<file path="src/design/lhc_pkg.sv">
// Shared types and constants of the link handshake controller.
package lhc_pkg;

	localparam int unsigned ID_W      = 32;
	localparam int unsigned TO_W      = 16;
	localparam int unsigned MODE_W    = 2;
	localparam int unsigned LS_W      = 2;
	localparam int unsigned CFG_IDX_W = 8;

	localparam int unsigned TIMER_WIDTH_DEF = 16;

	// frame operation codes
	localparam logic [ID_W-1:0] OPCODE_REQUEST = 32'd1;
	localparam logic [ID_W-1:0] OPCODE_REPLY   = 32'd2;
	localparam logic [ID_W-1:0] OPCODE_CONFIRM = 32'd3;

	localparam logic [TO_W-1:0] TIMEOUT_RESET = 16'd1000;

	// item modes
	localparam logic [MODE_W-1:0] MODE_FRAME   = 2'd0;
	localparam logic [MODE_W-1:0] MODE_CONNECT = 2'd1;
	localparam logic [MODE_W-1:0] MODE_TICK    = 2'd2;

	// configuration register indexes
	localparam logic [CFG_IDX_W-1:0] REG_LOCAL_ID   = 8'd0;
	localparam logic [CFG_IDX_W-1:0] REG_PARTNER_ID = 8'd1;
	localparam logic [CFG_IDX_W-1:0] REG_TIMEOUT    = 8'd2;
	localparam logic [CFG_IDX_W-1:0] REG_MAGIC      = 8'd3;

	// link_state encoding
	localparam logic [LS_W-1:0] LS_IDLE = 2'd0;
	localparam logic [LS_W-1:0] LS_REQ  = 2'd1;
	localparam logic [LS_W-1:0] LS_REP  = 2'd2;
	localparam logic [LS_W-1:0] LS_LINK = 2'd3;

	// queue between front and back
	localparam int unsigned Q_DEPTH = 2;
	localparam int unsigned Q_PTR_W = (Q_DEPTH > 1) ? $clog2(Q_DEPTH) : 1;
	localparam int unsigned Q_CNT_W = $clog2(Q_DEPTH + 1);

	typedef enum logic [2:0] {
		K_NONE    = 3'd0,
		K_REJECT  = 3'd1,
		K_CONNECT = 3'd2,
		K_TICK    = 3'd3,
		K_REQUEST = 3'd4,
		K_REPLY   = 3'd5,
		K_CONFIRM = 3'd6
	} kind_t;

	typedef struct packed {
		logic [ID_W-1:0] local_id;
		logic [ID_W-1:0] partner_id;
		logic [ID_W-1:0] magic_word;
		logic [TO_W-1:0] timeout_ticks;
	} cfg_t;

	// classified word handed from front to back
	typedef struct packed {
		kind_t           kind;
		logic            match;
		logic [ID_W-1:0] tx_sender;
		logic [ID_W-1:0] tx_target;
	} cls_t;

	typedef struct packed {
		logic            send_valid;
		logic [ID_W-1:0] send_opcode;
		logic [ID_W-1:0] send_sender_id;
		logic [ID_W-1:0] send_target_id;
		logic [LS_W-1:0] link_state;
		logic            connect_refused;
		logic            frame_rejected;
		logic            timeout_event;
	} res_t;

endpackage

</file>
<file path="src/design/lhc_if.sv">
// Channel interfaces: input items, results and configuration writes.
interface lhc_item_if;
	logic                      valid;
	logic                      ready;
	logic [lhc_pkg::MODE_W-1:0] mode;
	logic [lhc_pkg::ID_W-1:0]   head_word;
	logic [lhc_pkg::ID_W-1:0]   opcode_word;
	logic [lhc_pkg::ID_W-1:0]   sender_id;
	logic [lhc_pkg::ID_W-1:0]   target_id;
	logic [lhc_pkg::ID_W-1:0]   tail_word;

	modport source (output valid, mode, head_word, opcode_word, sender_id, target_id,
		tail_word, input ready);
	modport sink (input valid, mode, head_word, opcode_word, sender_id, target_id,
		tail_word, output ready);
endinterface

interface lhc_result_if;
	logic                     valid;
	logic                     ready;
	logic                     send_valid;
	logic [lhc_pkg::ID_W-1:0] send_opcode;
	logic [lhc_pkg::ID_W-1:0] send_sender_id;
	logic [lhc_pkg::ID_W-1:0] send_target_id;
	logic [lhc_pkg::LS_W-1:0] link_state;
	logic                     connect_refused;
	logic                     frame_rejected;
	logic                     timeout_event;

	modport source (output valid, send_valid, send_opcode, send_sender_id, send_target_id,
		link_state, connect_refused, frame_rejected, timeout_event, input ready);
	modport sink (input valid, send_valid, send_opcode, send_sender_id, send_target_id,
		link_state, connect_refused, frame_rejected, timeout_event, output ready);
endinterface

interface lhc_cfg_if;
	logic                          valid;
	logic                          ready;
	logic [lhc_pkg::CFG_IDX_W-1:0] idx;
	logic [lhc_pkg::ID_W-1:0]      data;

	modport source (output valid, idx, data, input ready);
	modport sink (input valid, idx, data, output ready);
endinterface

</file>
<file path="src/design/lhc_front.sv">
// Front end: checks and classifies each input word, no handshake state needed.
module lhc_front (
	input  lhc_pkg::cfg_t         cfg,
	input  logic [lhc_pkg::MODE_W-1:0] mode,
	input  logic [lhc_pkg::ID_W-1:0]   head_word,
	input  logic [lhc_pkg::ID_W-1:0]   opcode_word,
	input  logic [lhc_pkg::ID_W-1:0]   sender_id,
	input  logic [lhc_pkg::ID_W-1:0]   target_id,
	input  logic [lhc_pkg::ID_W-1:0]   tail_word,
	output lhc_pkg::cls_t         cls
);
	import lhc_pkg::*;

	logic magic_ok;
	logic for_us;

	assign magic_ok = (head_word == cfg.magic_word) && (tail_word == cfg.magic_word);
	assign for_us   = (target_id == cfg.local_id);

	always_comb begin
		cls.kind      = K_NONE;
		cls.match     = (sender_id == cfg.partner_id);
		// frames answer with the ids swapped
		cls.tx_sender = target_id;
		cls.tx_target = sender_id;
		case (mode)
			MODE_FRAME: begin
				if (!magic_ok) begin
					cls.kind = K_REJECT;
				end else if (for_us) begin
					// priority order request, reply, confirm
					if (opcode_word == OPCODE_REQUEST) begin
						cls.kind = K_REQUEST;
					end else if (opcode_word == OPCODE_REPLY) begin
						cls.kind = K_REPLY;
					end else if (opcode_word == OPCODE_CONFIRM) begin
						cls.kind = K_CONFIRM;
					end
				end
			end
			MODE_CONNECT: begin
				cls.kind      = K_CONNECT;
				cls.tx_sender = cfg.local_id;
				cls.tx_target = cfg.partner_id;
			end
			MODE_TICK: begin
				cls.kind = K_TICK;
			end
			default: begin
				cls.kind = K_NONE;
			end
		endcase
	end

endmodule

</file>
<file path="src/design/lhc_queue.sv">
// Short FIFO of classified words between front and back.
module lhc_queue (
	input  logic          clk,
	input  logic          arst_n,
	input  logic          push,
	input  lhc_pkg::cls_t din,
	output logic          full,
	input  logic          pop,
	output lhc_pkg::cls_t dout,
	output logic          empty
);
	import lhc_pkg::*;

	cls_t               mem_q [Q_DEPTH];
	logic [Q_PTR_W-1:0] wr_ptr_q;
	logic [Q_PTR_W-1:0] rd_ptr_q;
	logic [Q_CNT_W-1:0] cnt_q;

	assign full  = (cnt_q == Q_CNT_W'(Q_DEPTH));
	assign empty = (cnt_q == '0);
	assign dout  = mem_q[rd_ptr_q];

	always_ff @(posedge clk) begin
		if (push) begin
			mem_q[wr_ptr_q] <= din;
		end
	end

	always_ff @(posedge clk or negedge arst_n) begin
		if (!arst_n) begin
			wr_ptr_q <= '0;
			rd_ptr_q <= '0;
			cnt_q    <= '0;
		end else begin
			if (push) begin
				wr_ptr_q <= (wr_ptr_q == Q_PTR_W'(Q_DEPTH - 1)) ? '0 : wr_ptr_q + 1'b1;
			end
			if (pop) begin
				rd_ptr_q <= (rd_ptr_q == Q_PTR_W'(Q_DEPTH - 1)) ? '0 : rd_ptr_q + 1'b1;
			end
			if (push && !pop) begin
				cnt_q <= cnt_q + 1'b1;
			end else if (pop && !push) begin
				cnt_q <= cnt_q - 1'b1;
			end
		end
	end

endmodule

</file>
<file path="src/design/lhc_back.sv">
// Back end: handshake state machine, timeout timer and result register.
module lhc_back #(
	parameter int unsigned TIMER_WIDTH = lhc_pkg::TIMER_WIDTH_DEF
) (
	input  logic                     clk,
	input  logic                     arst_n,
	input  logic [lhc_pkg::TO_W-1:0] timeout_ticks,
	input  logic                     q_empty,
	input  lhc_pkg::cls_t            q_word,
	output logic                     q_pop,
	output logic                     res_valid,
	input  logic                     res_ready,
	output lhc_pkg::res_t            res
);
	import lhc_pkg::*;

	localparam int unsigned LW = (TIMER_WIDTH > TO_W) ? TIMER_WIDTH : TO_W;

	typedef enum logic [3:0] {
		HS_IDLE = 4'b0001,
		HS_REQ  = 4'b0010,
		HS_REP  = 4'b0100,
		HS_LINK = 4'b1000
	} hs_t;

	hs_t                    hs_q, hs_nx;
	logic [TIMER_WIDTH-1:0] cnt_q, cnt_nx, cnt_inc;
	logic                   run_q, run_nx;
	logic                   valid_q;
	res_t                   res_q, res_nx;
	logic                   pending;
	logic [TO_W-1:0]        limit;
	logic                   expire;

	assign pending = (hs_q == HS_REQ) || (hs_q == HS_REP);
	assign limit   = (timeout_ticks == '0) ? TO_W'(1) : timeout_ticks;
	assign cnt_inc = (cnt_q != '1) ? cnt_q + TIMER_WIDTH'(1) : cnt_q;
	assign expire  = (LW'(cnt_inc) >= LW'(limit)) || (cnt_inc == '1);

	// take a word when the result register is free or being drained
	assign q_pop     = !q_empty && (!valid_q || res_ready);
	assign res_valid = valid_q;
	assign res       = res_q;

	always_comb begin
		hs_nx  = hs_q;
		cnt_nx = cnt_q;
		run_nx = run_q;
		res_nx = '0;
		case (q_word.kind)
			K_REJECT: begin
				res_nx.frame_rejected = 1'b1;
			end
			K_CONNECT: begin
				if (pending) begin
					res_nx.connect_refused = 1'b1;
				end else begin
					res_nx.send_valid     = 1'b1;
					res_nx.send_opcode    = OPCODE_REQUEST;
					res_nx.send_sender_id = q_word.tx_sender;
					res_nx.send_target_id = q_word.tx_target;
					hs_nx  = HS_REQ;
					cnt_nx = '0;
					run_nx = 1'b1;
				end
			end
			K_REQUEST: begin
				if (!pending) begin
					if (q_word.match) begin
						res_nx.send_valid     = 1'b1;
						res_nx.send_opcode    = OPCODE_REPLY;
						res_nx.send_sender_id = q_word.tx_sender;
						res_nx.send_target_id = q_word.tx_target;
						hs_nx  = HS_REP;
						cnt_nx = '0;
						run_nx = 1'b1;
					end else begin
						hs_nx = HS_IDLE;
					end
				end
			end
			K_REPLY: begin
				if (hs_q == HS_REQ) begin
					cnt_nx = '0;
					run_nx = 1'b0;
					if (q_word.match) begin
						res_nx.send_valid     = 1'b1;
						res_nx.send_opcode    = OPCODE_CONFIRM;
						res_nx.send_sender_id = q_word.tx_sender;
						res_nx.send_target_id = q_word.tx_target;
						hs_nx = HS_LINK;
					end else begin
						hs_nx = HS_IDLE;
					end
				end
			end
			K_CONFIRM: begin
				if (hs_q == HS_REP) begin
					cnt_nx = '0;
					run_nx = 1'b0;
					hs_nx  = q_word.match ? HS_LINK : HS_IDLE;
				end
			end
			K_TICK: begin
				if (run_q) begin
					cnt_nx = cnt_inc;
					if (expire) begin
						cnt_nx = '0;
						run_nx = 1'b0;
						res_nx.timeout_event = 1'b1;
						if (pending) begin
							hs_nx = HS_IDLE;
						end
					end
				end
			end
			default: begin
				hs_nx = hs_q;
			end
		endcase
		case (hs_nx)
			HS_IDLE: res_nx.link_state = LS_IDLE;
			HS_REQ:  res_nx.link_state = LS_REQ;
			HS_REP:  res_nx.link_state = LS_REP;
			HS_LINK: res_nx.link_state = LS_LINK;
			default: res_nx.link_state = LS_IDLE;
		endcase
	end

	always_ff @(posedge clk or negedge arst_n) begin
		if (!arst_n) begin
			hs_q    <= HS_IDLE;
			cnt_q   <= '0;
			run_q   <= 1'b0;
			valid_q <= 1'b0;
		end else begin
			if (q_pop) begin
				hs_q    <= hs_nx;
				cnt_q   <= cnt_nx;
				run_q   <= run_nx;
				valid_q <= 1'b1;
			end else if (res_ready) begin
				valid_q <= 1'b0;
			end
		end
	end

	always_ff @(posedge clk) begin
		if (q_pop) begin
			res_q <= res_nx;
		end
	end

endmodule

</file>
<file path="src/design/link_handshake_controller_unit.sv">
// Top level of the link handshake controller.
// Runs the three-way request / reply / confirm handshake of one link interface.
// Each input word is a received frame, a connect command or a timer tick, and
// yields exactly one result word carrying any frame to transmit, the link state
// after the word and the refused / rejected / timeout flags. Throughput is one
// word per clock while the result sink is ready: the front end classifies a word
// in the cycle it is accepted (magic, target and partner compares against the
// configuration registers) and pushes it into a two-entry queue; the back end
// pops one word per cycle, when the result register is free or draining, into
// the state machine and timer and registers the result. When the result sink
// stalls the queue absorbs two more words before input ready drops. Configuration
// writes are always accepted (ready is tied high) and take effect for the next
// accepted word; write them only while no word is in flight. Writes to indexes
// beyond the four registers are ignored.
module link_handshake_controller_unit #(
	parameter int unsigned TIMER_WIDTH = lhc_pkg::TIMER_WIDTH_DEF
) (
	input logic       clk,
	input logic       arst_n,
	lhc_cfg_if.sink    cfg,
	lhc_item_if.sink   item,
	lhc_result_if.source result
);
	import lhc_pkg::*;

	cfg_t cfg_q;
	cls_t front_cls;
	cls_t q_word;
	res_t res;
	logic q_full;
	logic q_empty;
	logic q_pop;
	logic push;

	// configuration register file
	assign cfg.ready = 1'b1;

	always_ff @(posedge clk or negedge arst_n) begin
		if (!arst_n) begin
			cfg_q.local_id      <= '0;
			cfg_q.partner_id    <= '0;
			cfg_q.magic_word    <= '0;
			cfg_q.timeout_ticks <= TIMEOUT_RESET;
		end else if (cfg.valid) begin
			case (cfg.idx)
				REG_LOCAL_ID:   cfg_q.local_id      <= cfg.data;
				REG_PARTNER_ID: cfg_q.partner_id    <= cfg.data;
				REG_TIMEOUT:    cfg_q.timeout_ticks <= cfg.data[TO_W-1:0];
				REG_MAGIC:      cfg_q.magic_word    <= cfg.data;
				default:        cfg_q.local_id      <= cfg_q.local_id;
			endcase
		end
	end

	// front end: accept and classify
	assign item.ready = !q_full;
	assign push       = item.valid && !q_full;

	lhc_front u_front (
		.cfg         (cfg_q),
		.mode        (item.mode),
		.head_word   (item.head_word),
		.opcode_word (item.opcode_word),
		.sender_id   (item.sender_id),
		.target_id   (item.target_id),
		.tail_word   (item.tail_word),
		.cls         (front_cls)
	);

	lhc_queue u_queue (
		.clk    (clk),
		.arst_n (arst_n),
		.push   (push),
		.din    (front_cls),
		.full   (q_full),
		.pop    (q_pop),
		.dout   (q_word),
		.empty  (q_empty)
	);

	// back end: state machine, timer, result register
	lhc_back #(
		.TIMER_WIDTH (TIMER_WIDTH)
	) u_back (
		.clk           (clk),
		.arst_n        (arst_n),
		.timeout_ticks (cfg_q.timeout_ticks),
		.q_empty       (q_empty),
		.q_word        (q_word),
		.q_pop         (q_pop),
		.res_valid     (result.valid),
		.res_ready     (result.ready),
		.res           (res)
	);

	assign result.send_valid      = res.send_valid;
	assign result.send_opcode     = res.send_opcode;
	assign result.send_sender_id  = res.send_sender_id;
	assign result.send_target_id  = res.send_target_id;
	assign result.link_state      = res.link_state;
	assign result.connect_refused = res.connect_refused;
	assign result.frame_rejected  = res.frame_rejected;
	assign result.timeout_event   = res.timeout_event;

endmodule

</file>
<file path="src/flat_wrapper.sv">
// flat-port wrapper written by rule: the top's interface ports become plain ports
module link_handshake_controller_unit_flat import lhc_pkg::*;
#(
	parameter int unsigned TIMER_WIDTH = lhc_pkg::TIMER_WIDTH_DEF
)
  (clk, arst_n, cfg_valid, cfg_idx, cfg_data, cfg_ready, item_valid, item_mode, item_head_word, item_opcode_word, item_sender_id, item_target_id, item_tail_word, item_ready, result_valid, result_send_valid, result_send_opcode, result_send_sender_id, result_send_target_id, result_link_state, result_connect_refused, result_frame_rejected, result_timeout_event, result_ready);
  lhc_cfg_if cfg_i ();
  lhc_item_if item_i ();
  lhc_result_if result_i ();
  input logic clk;
  input logic arst_n;
  input wire logic [$bits(cfg_i.valid)-1:0] cfg_valid;
  input wire logic [$bits(cfg_i.idx)-1:0] cfg_idx;
  input wire logic [$bits(cfg_i.data)-1:0] cfg_data;
  output wire logic [$bits(cfg_i.ready)-1:0] cfg_ready;
  input wire logic [$bits(item_i.valid)-1:0] item_valid;
  input wire logic [$bits(item_i.mode)-1:0] item_mode;
  input wire logic [$bits(item_i.head_word)-1:0] item_head_word;
  input wire logic [$bits(item_i.opcode_word)-1:0] item_opcode_word;
  input wire logic [$bits(item_i.sender_id)-1:0] item_sender_id;
  input wire logic [$bits(item_i.target_id)-1:0] item_target_id;
  input wire logic [$bits(item_i.tail_word)-1:0] item_tail_word;
  output wire logic [$bits(item_i.ready)-1:0] item_ready;
  output wire logic [$bits(result_i.valid)-1:0] result_valid;
  output wire logic [$bits(result_i.send_valid)-1:0] result_send_valid;
  output wire logic [$bits(result_i.send_opcode)-1:0] result_send_opcode;
  output wire logic [$bits(result_i.send_sender_id)-1:0] result_send_sender_id;
  output wire logic [$bits(result_i.send_target_id)-1:0] result_send_target_id;
  output wire logic [$bits(result_i.link_state)-1:0] result_link_state;
  output wire logic [$bits(result_i.connect_refused)-1:0] result_connect_refused;
  output wire logic [$bits(result_i.frame_rejected)-1:0] result_frame_rejected;
  output wire logic [$bits(result_i.timeout_event)-1:0] result_timeout_event;
  input wire logic [$bits(result_i.ready)-1:0] result_ready;
  assign cfg_i.valid = cfg_valid;
  assign cfg_i.idx = cfg_idx;
  assign cfg_i.data = cfg_data;
  assign cfg_ready = cfg_i.ready;
  assign item_i.valid = item_valid;
  assign item_i.mode = item_mode;
  assign item_i.head_word = item_head_word;
  assign item_i.opcode_word = item_opcode_word;
  assign item_i.sender_id = item_sender_id;
  assign item_i.target_id = item_target_id;
  assign item_i.tail_word = item_tail_word;
  assign item_ready = item_i.ready;
  assign result_valid = result_i.valid;
  assign result_send_valid = result_i.send_valid;
  assign result_send_opcode = result_i.send_opcode;
  assign result_send_sender_id = result_i.send_sender_id;
  assign result_send_target_id = result_i.send_target_id;
  assign result_link_state = result_i.link_state;
  assign result_connect_refused = result_i.connect_refused;
  assign result_frame_rejected = result_i.frame_rejected;
  assign result_timeout_event = result_i.timeout_event;
  assign result_i.ready = result_ready;
  link_handshake_controller_unit #(.TIMER_WIDTH(TIMER_WIDTH)) u_core (.clk(clk), .arst_n(arst_n), .cfg(cfg_i), .item(item_i), .result(result_i));
endmodule
</file>
<file path="config.mk">
export PLATFORM = sky130hd
export DESIGN_NAME = link_handshake_controller_unit_flat
export DESIGN_NICKNAME = d
export VERILOG_FILES = /design/src/design/lhc_pkg.sv /design/src/design/lhc_if.sv /design/src/design/lhc_front.sv /design/src/design/lhc_queue.sv /design/src/design/lhc_back.sv /design/src/design/link_handshake_controller_unit.sv /design/src/flat_wrapper.sv
export SDC_FILE = /design/constraint.sdc
export NUM_CORES = 1
export LEC_CHECK = 0
export ABC_CLOCK_PERIOD_IN_PS = 3600
export BUFFER_PORTS_ARGS = -buffer_cell sky130_fd_sc_hd__buf_2
export CAP_MARGIN = 20
export CORE_MARGIN = 4
export CORE_UTILIZATION = 50
export CTS_CLUSTER_SIZE = 8
export DETAILED_ROUTE_END_ITERATION = 16
export PLACE_DENSITY = 0.72
export SLEW_MARGIN = 20
export SYNTH_ARGS = -nofsm -noshare
export SYNTH_HDL_FRONTEND = slang
export SYNTH_SLANG_ARGS = --single-unit
export TNS_END_PERCENT = 100
</file>
<file path="constraint.sdc">
create_clock -name clk -period 3.6 [get_ports clk]
set_clock_uncertainty 0.05 [all_clocks]
set_input_delay 0 -clock clk [delete_from_list [all_inputs] [get_ports clk]]
set_output_delay 0 -clock clk [all_outputs]
set_load 0.02 [all_outputs]
</file>
==> reports/qor.yml <==
status: "complete, but fails checks"
violations: "negative setup slack"
wl_per_cell_um: 22.23
drc: 0
synth-xor-area-share_pct: 5.962
drt-initial-drc-count: 698
synth_top_family_by_area: "multiplexers"
drv_cap: 0
fp.dieW_um: 189.4
path_max_fanout: 5
crit_arrival_ps: 4040
htree_num_levels: 2
min_period_ps: 3667
drt_wl_total_um: 47860
r2r-start: "u_core.u_back.cnt_q[0]"
power.density_nw_per_um2: 653.1
final_area_sq_um: 21290
gr-total-overflow: 0
register_area_sq_um: 9712
relSlewSlack_pct: 26.62
synthToLayoutAreaGrowth_pct: 29.38
min_path_type: "in -> reg"
n_fill_cell: 2486
final_core_util_pct: 65.42
internal-power_w: 0.009334
post_dp_cell_area_sq_um: 18590
comb_power_share_pct: 28.0
swShare_pct: 32.86
grt_pass1_vias: 12569
layout_setup_ws_ps: -67.44
start_util_pct: 50.57
grt_first_pass_wirelength_um: 71950
synth_edf_count: 208
grt_setup_unrepaired: "true"
synthMuxAreaShare_pct: 16.68
clock_latency_ps: 560
worstPathRequired_ps: 3970
p_leak_nw: 9.362
slew_violations: 0
pwr-share-clk_pct: 31.1
hold_violations: 0
cts.clk_slew.worst_paths_ps: 50
ys_ff_latch: 346
multi_input_area_sq_um: 6482
setup_viol: 5
ant_nets: 0
syn_area_sq_um: 16450
dp.cells: 1947
drive_gt1_share_pct: 36.24
core_area_sq_um: 32540
ir_drop_mv: 0.4468
globalRouteTotalUtil_pct: 25.95
cp-startpoint: "u_core.u_back.cnt_q[0]"
cts_buffers: 49
cp-start-kind: "register"
ios: 312
antenna_found_initial: 6
fmax_ghz: 0.2727
gp_congestion: 0.8662
die_h_um: 189.4
holdCritStartpoint: "item_opcode_word[24]"
hpwlAfterDp_um: 32580
max-clock-path-buffers: 3
grt_max_degree: 82
cts_tree: "done"
synth-simple-area-share_pct: 9.065
final_cells: 2153
syn_area_per_cell_sq_um: 13.51
p_switching_w: 0.004569
worst-setup-path-type: "reg -> reg"
root_buffer: "clkbuf_16"
synth_ff_type: "edfxtp_1"
portBuffers: 280
synth.distinct_cells: 72
p_seq_share_pct: 41.0
vias: 11884
synthArstFlopShare_pct: 39.88
synth-compound-area-share_pct: 4.411
synthAdderAreaFrac_pct: 1.597
endpoint_kind: "register"
ys_warn_count: 0
drt-pass1-iter-count: 5
final_nets: 1896
dieArea_sq_um: 35870
fp-row-count: 66
worst_pin_slew_ps: 1101
syn_inst: 1218
viasPerCell: 5.520
cts_sinks: 346
period_share_pct: 101.9
yosysSeqAreaShare_pct: 59.00
## layout make-up
| cell class | count | area share (%) |
|---|---|---|
| multi-input cells | 799 | 30.45 |
| well taps | 442 | 2.598 |
| clock buffers | 88 | 6.548 |
| clock inverters | 3 | 0.3115 |
| inverters | 26 | 0.4585 |
| diodes | 3 | 0.03527 |
| repair buffers | 446 | 13.97 |
| flip-flops and latches | 346 | 45.62 |
## kinds of logic (layout without fill, tap and decap cells)
family	after synthesis	in the layout
compound gates	98	98
xor+xnor	112	112
fa+ha+maj	21	21
buf+inv	102	563
flops	346	346
mux	250	250
other cells	2	34
simple gates	287	287
## metrics by stage
step / TNS [ps] / hold slack, ps / power [W] / setup slack [ps]
finish: -130.2 / 16.25 / 0.01390 / -67.44
global route: -2747 / 37.95 / 0.01451 / -234.2
CTS: 0 / 1.308 / 0.01392 / 13.53
global placement: -552.4 / 72.88 / 0.009380 / -153.8
floorplan: 0 / -345.6 / 0.008127 / 2.836
detailed placement: -727.8 / 79.13 / 0.009460 / -187.8
## worst max-delay path, stage by stage (launching register included)
cell and delay [ps]:
dfrtp_1 380, ha_2 190, nand4_1 130, nor2_2 60
and3_4 180, nor4b_4 260, xor2_1 240, ha_1 300
and3_4 170, a221oi_2 190, o21ai_1 130, a211o_2 420
a221o_1 320, a31oi_2 190, or2_1 160, o2111a_1 170
## state kept, by name, summed over array words and instances (netlist names)
name                     cells
u_core.u_back.run_q          1
u_core.u_queue.rd_ptr_q      1
u_core.u_back.res_valid      1
u_core.u_back.res           72
u_core.u_queue.mem_q       136
u_core.u_back.hs_q           4
u_core.u_queue.cnt_q         2
u_core.cfg_q               112
u_core.u_queue.wr_ptr_q      1
u_core.u_back.cnt_q         16
## path summary, 6_finish.rpt
path | end | slack (ps) | depth (start not counted)
worst max-delay path | u_core.u_back.res[3] | -70 | 15
worst min-delay path | u_core.u_queue.mem_q[1][67] | 20 | 5
worst max register to register | u_core.u_back.res[3] | -70 | 15
worst min register to register | u_core.u_back.res_valid | 450 | 2
max in group asynchronous | u_core.cfg_q[3] | 2600 | 3
min in group asynchronous | u_core.u_back.hs_q[1] | 40 | 2
## what timing repair did
action / CTS / global route
hold buffers: 105 / 0
gates cloned: 0 / 1
gates resized for setup: 12 / 17
setup endpoints to repair: 10 / 21
pin swaps: 9 / 17
hold endpoints to repair: 346 / 0
buffers inserted: 5 / 1
## cell usage in the layout, fill, tap and decap left out, types with 3 or more instances in the layout
master / synthesis / layout
diode_2: 0 / 3
and3_1: 23 / 20
clkbuf_1: 26 / 38
mux2i_1: 67 / 67
o21ai_0: 8 / 8
xor2_1: 72 / 72
conb_1: 2 / 31
edfxtp_1: 208 / 208
buf_4: 36 / 55
buf_12: 0 / 4
clkbuf_16: 0 / 50
o21ai_2: 3 / 6
dfstp_2: 7 / 7
inv_1: 26 / 25
dfrtp_1: 131 / 130
o21ai_1: 7 / 4
nor4_1: 35 / 33
a31oi_1: 7 / 5
mux2_2: 171 / 171
nand3_1: 8 / 7
nand4_1: 21 / 21
nand2_1: 45 / 43
nand2b_1: 5 / 5
o22ai_1: 13 / 13
buf_6: 0 / 3
buf_2: 11 / 279
nor2_2: 1 / 3
ha_1: 21 / 19
mux2_1: 10 / 10
nor3_1: 27 / 26
xnor2_1: 40 / 38
nor2_1: 99 / 96
dlygate4sd3_1: 0 / 105
a21oi_1: 16 / 14
o211ai_1: 3 / 3
a32o_1: 12 / 12
## cells in the mapped netlist (3+ instances only)
cell | number | share of area [%]
nor2_1 | 99 | 2.3
ha_1 | 21 | 1.6
nor4_1 | 35 | 1.3
o21ai_0 | 8 | 0.24
nand3_1 | 8 | 0.24
xor2_1 | 72 | 3.8
o211ai_1 | 3 | 0.14
o22ai_1 | 13 | 0.49
mux2i_1 | 67 | 4.1
clkbuf_1 | 26 | 0.59
mux2_2 | 171 | 12
nand2_1 | 45 | 1.0
dfrtp_1 | 131 | 20
nor3_1 | 27 | 0.82
buf_2 | 11 | 0.33
and3_1 | 23 | 0.87
dfstp_2 | 7 | 1.1
nand4_1 | 21 | 0.80
buf_1 | 3 | 0.068
xnor2_1 | 40 | 2.1
buf_4 | 36 | 1.6
mux2_1 | 10 | 0.68
inv_1 | 26 | 0.59
a31oi_1 | 7 | 0.27
edfxtp_1 | 208 | 38
o21ai_2 | 3 | 0.16
o21ai_1 | 7 | 0.21
a32o_1 | 12 | 0.73
a21oi_1 | 16 | 0.49
nand2b_1 | 5 | 0.19
## per-layer routing
metal  track usage, %  share of wire [%]  vias to the layer above
li1                 -                  -                     5371
met1            32.71                 40                     5941
met2            45.66                 50                      475
met3            4.480                6.4                       91
met4            8.542                3.2                        6
met5                0              0.077                        -
## power groups by stage
stage | combinational (W) | clock (W) | sequential [W]
after floorplan | 0.00197 | 0 | 0.00615
after global placement | 0.00366 | 0 | 0.00572
after detailed placement | 0.00370 | 0 | 0.00576
after CTS | 0.00384 | 0.00438 | 0.00569
after global routing | 0.00416 | 0.00457 | 0.00577
final | 0.00389 | 0.00432 | 0.00570
Note: power is estimated with default switching activity, not from simulation.
